## src/hw/rtl/assert_macros.svh

```systemverilog
// Assertion macros used by the RTL
`ifndef ASSERT_MACROS_SVH
`define ASSERT_MACROS_SVH

// Implication checked on every rising clock edge outside reset
`define ASSERT_IMPL(label, clk, rst, ante, cons, msg) \
   label: assert property (@(posedge clk) disable iff (rst) (ante) |-> (cons)) \
      else $error(msg);

// Next-cycle implication checked outside reset
`define ASSERT_NEXT(label, clk, rst, ante, cons, msg) \
   label: assert property (@(posedge clk) disable iff (rst) (ante) |=> (cons)) \
      else $error(msg);

`endif

```

## src/hw/rtl/srpf_pkg.sv

```systemverilog
// ----------------------------------------------------------------------------
// srpf_pkg
// Types and codes shared by the sized resource pool.
// ----------------------------------------------------------------------------
`default_nettype none

package srpf_pkg;

   localparam int DimW    = 15;
   localparam int FiltW   = 16;
   localparam int HandleW = 32;
   localparam int StatusW = 3;
   localparam int CountW  = 6;

   typedef enum logic [1:0] {
      OP_PUT   = 2'd0,
      OP_GET   = 2'd1,
      OP_CLEAR = 2'd2,
      OP_NONE  = 2'd3
   } opcode_type;

   typedef enum logic [2:0] {
      ST_HIT     = 3'd0,
      ST_MISS    = 3'd1,
      ST_STORED  = 3'd2,
      ST_FULL    = 3'd3,
      ST_CLEARED = 3'd4,
      ST_UNUSED5 = 3'd5,
      ST_UNUSED6 = 3'd6,
      ST_UNUSED7 = 3'd7
   } status_type;

   // classified command handed from the front to the back
   typedef struct packed {
      opcode_type          op;
      logic                use_height;  // get walks the height order
      logic                skip;        // get forced to miss
      logic [DimW-1:0]     width;
      logic [DimW-1:0]     height;
      logic [FiltW-1:0]    fmin;
      logic [FiltW-1:0]    fmag;
      logic [HandleW-1:0]  handle;
   } cmd_type;

   typedef enum logic [2:0] {
      BK_IDLE,
      BK_WALK_W,
      BK_WALK_H,
      BK_SEARCH,
      BK_REMOVE,
      BK_DONE
   } back_state_type;

endpackage

`default_nettype wire

```

## src/hw/rtl/srpf_front.sv

```systemverilog
// ----------------------------------------------------------------------------
// srpf_front
// Accepts requests, classifies them and queues them for the back end.
// ----------------------------------------------------------------------------
`default_nettype none

module srpf_front (
   input  wire logic                 clock,
   input  wire logic                 reset,
   input  wire logic                 in_valid,
   output logic                      in_ready,
   input  wire srpf_pkg::cmd_type    in_cmd,
   output logic                      q_valid,
   input  wire logic                 q_ready,
   output srpf_pkg::cmd_type         q_cmd
);

   // two-entry queue
   srpf_pkg::cmd_type mem_ff [2];
   srpf_pkg::cmd_type cls;
   logic              wr_ptr_ff, rd_ptr_ff;
   logic [1:0]        cnt_ff, cnt_in;
   logic              push, pop;

   always_comb begin
      cls            = in_cmd;
      cls.use_height = (in_cmd.width < in_cmd.height);
      cls.skip       = (in_cmd.op == srpf_pkg::OP_GET) && in_cmd.skip;
   end

   assign in_ready = (cnt_ff != 2'd2);
   assign q_valid  = (cnt_ff != 2'd0);
   assign q_cmd    = mem_ff[rd_ptr_ff];
   assign push     = in_valid && in_ready;
   assign pop      = q_valid && q_ready;
   assign cnt_in   = cnt_ff + {1'b0, push} - {1'b0, pop};

   always_ff @(posedge clock) begin
      if (reset) begin
         wr_ptr_ff <= 1'b0;
         rd_ptr_ff <= 1'b0;
         cnt_ff    <= 2'd0;
      end else begin
         if (push) wr_ptr_ff <= ~wr_ptr_ff;
         if (pop)  rd_ptr_ff <= ~rd_ptr_ff;
         cnt_ff <= cnt_in;
      end
   end

   always_ff @(posedge clock) begin
      if (push) mem_ff[wr_ptr_ff] <= cls;
   end

endmodule

`default_nettype wire

```

## config.mk

```make
export PLATFORM = sky130hd
export DESIGN_NAME = srpf_front
export DESIGN_NICKNAME = d
export VERILOG_FILES = /design/src/hw/rtl/assert_macros.svh /design/src/hw/rtl/srpf_pkg.sv /design/src/hw/rtl/srpf_front.sv
export SDC_FILE = /design/constraint.sdc
export NUM_CORES = 1
export LEC_CHECK = 0
export ABC_AREA = 1
export BUFFER_PORTS_ARGS = -buffer_cell sky130_fd_sc_hd__buf_4
export CORE_ASPECT_RATIO = 1.25
export CORE_MARGIN = 3
export CORE_UTILIZATION = 25
export CTS_CLUSTER_SIZE = 24
export DETAILED_ROUTE_END_ITERATION = 12
export GPL_TIMING_DRIVEN = 0
export PLACE_DENSITY = 0.51
export SLEW_MARGIN = 5
export SYNTH_ARGS = -nofsm -noshare
export SYNTH_HDL_FRONTEND = slang
export SYNTH_SLANG_ARGS = --single-unit
```

## constraint.sdc

```tcl
create_clock -name clock -period 7.2 [get_ports clock]
set_clock_uncertainty 0.15 [all_clocks]
set_input_delay 1.44 -clock clock [delete_from_list [all_inputs] [get_ports clock]]
set_output_delay 1.44 -clock clock [all_outputs]
set_load 0.005 [all_outputs]
```

* Word level (Yosys, flattened, before mapping)
Memory sizes are Yosys's and may differ from the RTL's. A register that Yosys moved wholly into a read port is not among the register bits. Index checks and enable logic that the tools add are counted.
Cells by class: $add $sub $neg 2, equality and inequality tests 2, muxes and demuxes 4, bitwise gates (word level) 2, order comparisons 1, reduce and logical (&&, ||, !) cells 4
Operators with widths (count):
- < comparator 15 bit | 1
- two-way mux 1 bit | 4
- logical AND 1 bit | 3
- adder 2 x 1 -> 2 bit | 1
- equality test 2 x 1 -> 1 bit (second input constant) | 1
- inequality test 2 bit (second input constant) | 1
- NOT 1 bit | 2
- nonzero test 2 bit | 1
- subtractor 2 x 1 -> 2 bit | 1
Storage, ports and cells: bits of input ports 102, flip-flop bits (word level) 4, output and inout bits 100, logic and storage cells 19, memory bits (writable) 196, memories 1
Memory list:
- mem_ff | words 2, bits a word 98, rd ports 1, clocked after memory_dff 1, wr ports 1, RTL line srpf_front.sv:19 | srpf_pkg::cmd_type mem_ff [2];

* Logic depth before layout (Yosys ltp)
depth after elaboration 4, mapped depth 9, gate-level depth less buffers 9

* Least setup slack after synthesis
OpenSTA, ideal clock, no wires.
kind input port to flip-flop, start point input port in_valid, end point memory mem_ff[1][0] (netlist bit) (enable), arrival 5635 ps, stages 2, setup time 557 ps, setup slack 858 ps, required time 6493 ps, path buffers 0, cells stage by stage nand2_1 -> nor2_1
On the way: longest elaborated chain between the ends 3
RTL lines:
- start: declaration | RTL line srpf_front.sv:10 | input wire logic in_valid,
- logical AND 1 bit | RTL line srpf_front.sv:34 | assign push = in_valid && in_ready;
- two-way mux 1 bit | RTL line srpf_front.sv:51 | if (push) mem_ff[wr_ptr_ff] <= cls;
- two-way mux 1 bit (not written as such) | RTL line srpf_front.sv:51
- end: declaration | RTL line srpf_front.sv:19
Every way passes these cells.

==> metrics.log <==
[metrics] max frequency: slightly below 0.3 GHz
[metrics] Clk Latency, worst-skew pair: 500 ps
[metrics] Critical Path Start Type: flip-flop
[metrics] Pwr Density: ~330 nW/um2
[metrics] layout cells sized above 1: between 50% and 60%
[metrics] total of warnings raised by yosys: 0
[metrics] final worst-path setup slack: about 3800 ps
[metrics] root buf cell: sky130_fd_sc_hd__clkbuf_16
[metrics] slowest stage cell on the critical path: sky130_fd_sc_hd__dfxtp_1
[metrics] P&R area growth vs syn: 36.1%
[metrics] Final Power: roughly 0.0035 W
[metrics] number of instances in the synthesized netlist: about 400
[metrics] share of Yosys cell area claimed by the top area cell type: about 76%
[metrics] top-level port count: 202
[metrics] Chip Height: 203 um
[metrics] basic-gate share of the synthesized area counting and, or, nand and nor cells: roughly 2.3%
[metrics] Critical Setup Path Class: flip-flop to output port
[metrics] number of detailed-route iterations in the first pass: 4
[metrics] WL/cell: between 15 and 20 um
[metrics] number of post-CTS setup repair buffers: 0
[metrics] Synth area leaders: sky130_fd_sc_hd__edfxtp_1, sky130_fd_sc_hd__mux2_2, sky130_fd_sc_hd__mux2_4
[metrics] arrival time of data at the critical path endpoint: between 1500 and 2000 ps
[metrics] CP endpoint kind: output port
[metrics] syn avg cell area: 19.2 um2
[metrics] Floorplan Core Area: 30,400 um2
[metrics] H-tree lvl count: 1
[metrics] number of nets with antenna violations after routing: 0
[metrics] Yosys cell types: 16
[metrics] Detailed Place HPWL: about 12 mm
[metrics] total count of max-transition violations in the final report: 0
[metrics] predominant post-synthesis flop cell: sky130_fd_sc_hd__edfxtp_1
[metrics] final cycle utilization of the critical path: a little under half
[metrics] number of storage elements in the synthesis netlist: about 200
[metrics] cell-by-cell trace of the critical path: buf_6, buf_6, buf_6, mux2_4, buf_4
[metrics] vias in the first global route: 4,697
[metrics] Final #Nets: 755
[metrics] buffers and inverters on the worst path: 4
[metrics] Longest Clk Path Bufs: 3
[metrics] post-route non-filler standard cell count: around 1,100
[metrics] biggest area consumer among synthesized cells: sky130_fd_sc_hd__edfxtp_1
[metrics] GRT Residual Overflow: 0
[metrics] Port Buffer Count: 200
[metrics] number of buffers created by CTS: 23
[metrics] CTS sink cnt: around 200
[metrics] Clock Pin Slew Worst Setup and Hold Paths: around 60 ps
[metrics] Max rail drop VDD: ~0.23 mV
[metrics] total track usage: under 10%
[metrics] Final Cell Area: approximately 11,000 um2
[metrics] count of hold-fix buffers inserted at cts: 0
[metrics] CTS tree: yes
[metrics] weighted congestion reported at the end of routability-driven placement: 0.756
[metrics] starting DRC count in detailed routing: approximately 230
[metrics] initial antenna violation count: 0
[metrics] most instantiated cells after synthesis: sky130_fd_sc_hd__edfxtp_1, sky130_fd_sc_hd__mux2_2, sky130_fd_sc_hd__nand2_1
[metrics] slew at the pin with the worst max-slew slack: 733 ps
[metrics] fraction of the mapped netlist area in adder cells: between 2 and 3%
[metrics] DIE WIDTH: 164 um
[metrics] wire length of the first global-routing pass: about 26 mm
[metrics] Max Cap Viol: 0
[metrics] Starting Density: roughly a quarter
[metrics] Synth Net Count: 524
[metrics] total placed cells including tap cells: 1,013
[metrics] largest net degree at the start of global routing: 32
[metrics] data required time at the worst endpoint: 5610 ps
[metrics] num rows: between 70 and 80
[metrics] post-detailed-route via-to-cell ratio: 3.99
[metrics] Worst Hold Margin: 405 ps
[metrics] via count: 4,195
[metrics] most prevalent standard cell on the critical path: sky130_fd_sc_hd__buf_6
[metrics] number of enable-type register cells in the synthesized netlist: around 200
[metrics] total die area: about 33,000 um2
[metrics] hold crit path type: flip-flop to flip-flop
[metrics] area share of xor/xnor cells in the synthesized design: less than 1%
[metrics] Post-Place Worst Slack: roughly 3900 ps
[metrics] mux contribution to synthesized area: between 10% and 20%
[metrics] sequential share of the synthesized area: 77.0%
[metrics] DRC: 0
[metrics] total count of hold-check failures in the final report: 0
[metrics] Total Wirelength: between 15 and 20 mm
[metrics] Worst slew margin: 51.0%
[metrics] run status: completed
[metrics] leakage power summed over all cells: 4.09 nW
[metrics] slowest cell delay on critical path: roughly 320 ps
[metrics] area fraction in compound gates after synthesis: 0.579%
[metrics] top cell family by delay on the critical path: buffers and inverters
[metrics] mapped cell area: a little under 8000 um2
[metrics] area post-placement: 9920 um2
[metrics] Async SR Flop Fraction: 0%
[metrics] count of instances resized after the clock tree is built: 0
[metrics] Inserted Diodes: 0
[metrics] Final Setup Violations: 0
[metrics] top-count cell post-synth: sky130_fd_sc_hd__edfxtp_1
[metrics] shortest clock period the worst path allows after layout: about 3400 ps
[metrics] largest driver fanout on the critical path: 10
[metrics] main combinational cell family by area after synthesis: multiplexers
[metrics] setup repair after global routing missed its margin: false
==> metal layers <==
layer	track usage (%)	wire length, um	vias to the layer above
li1	-	-	1988
met1	10.5	6200	2040
met2	18.2	8890	142
met3	3.60	1570	25
met4	3.23	391	0
met5	0	0	-
==> through the flow <==
stage	util, %	setup TNS (ps)
4_1_cts	34.9	0
3_5_place_dp	32.6	0
3_3_place_gp	32.2	-335690
2_1_floorplan	-	0
5_1_grt	34.9	0
6_report	34.9	0
==> report_power, final <==
part | internal (W) | leakage [nW] | total (W) | switching (W)
clock | 0.000617 | 0.332 | 0.00105 | 0.000436
sequential | 0.00149 | 1.87 | 0.00153 | 0.0000375
combinational | 0.000493 | 1.88 | 0.000891 | 0.000398
==> registers in the layout (all words and copies together) (netlist names), named ones only <==
name / count
mem_ff: 196
cnt_ff: 2
rd_ptr_ff: 1
wr_ptr_ff: 1
==> worst register-to-register path: stages, from the launching register on <==
cell	delay (ps)
sky130_fd_sc_hd__dfxtp_1	360
sky130_fd_sc_hd__inv_1	70
sky130_fd_sc_hd__nand2_1	100
sky130_fd_sc_hd__nand2_1	160
sky130_fd_sc_hd__nor2_4	610
sky130_fd_sc_hd__buf_12	290
sky130_fd_sc_hd__buf_12	240
==> cells by family after synthesis <==
group | after synthesis
mux | 98
xor+xnor | 1
buf+inv | 38
compound gates | 8
simple gates | 44
fa+ha+maj | 16
flops | 201
==> cells in the final DEF (no fill, tap or decap), drive strengths merged <==
master    count
a21o          1
a21oi         6
buf         217
bufinv        1
clkbuf       27
clkinv       10
clkinvlp      1
dfxtp         5
edfxtp      196
ha           16
inv          27
mux2         98
nand2        30
nor2         10
nor3          1
nor3b         3
o21a          1
xnor2         1
==> path summary, 6_finish.rpt <==
kind	from	to	slack (ps)	depth (start not counted)
min	rd_ptr_ff	rd_ptr_ff	410	2
min reg2reg	rd_ptr_ff	rd_ptr_ff	410	2
max	flip-flop	q_cmd[93]	3790	5
max reg2reg	cnt_ff[0]	mem_ff[1][6]	4900	6
==> cell type report <==
cell class              count  area, um2
repair buffers            206       1620
inverters                  27        101
well taps                 401        502
fillers                  2977      19800
clock inverters            12       82.6
clock buffers              27        591
plain buffers              11       80.1
multi-input cells         167       1630
flip-flops and latches    201       5990
No activity file was read; power rests on OpenSTA's default activity.
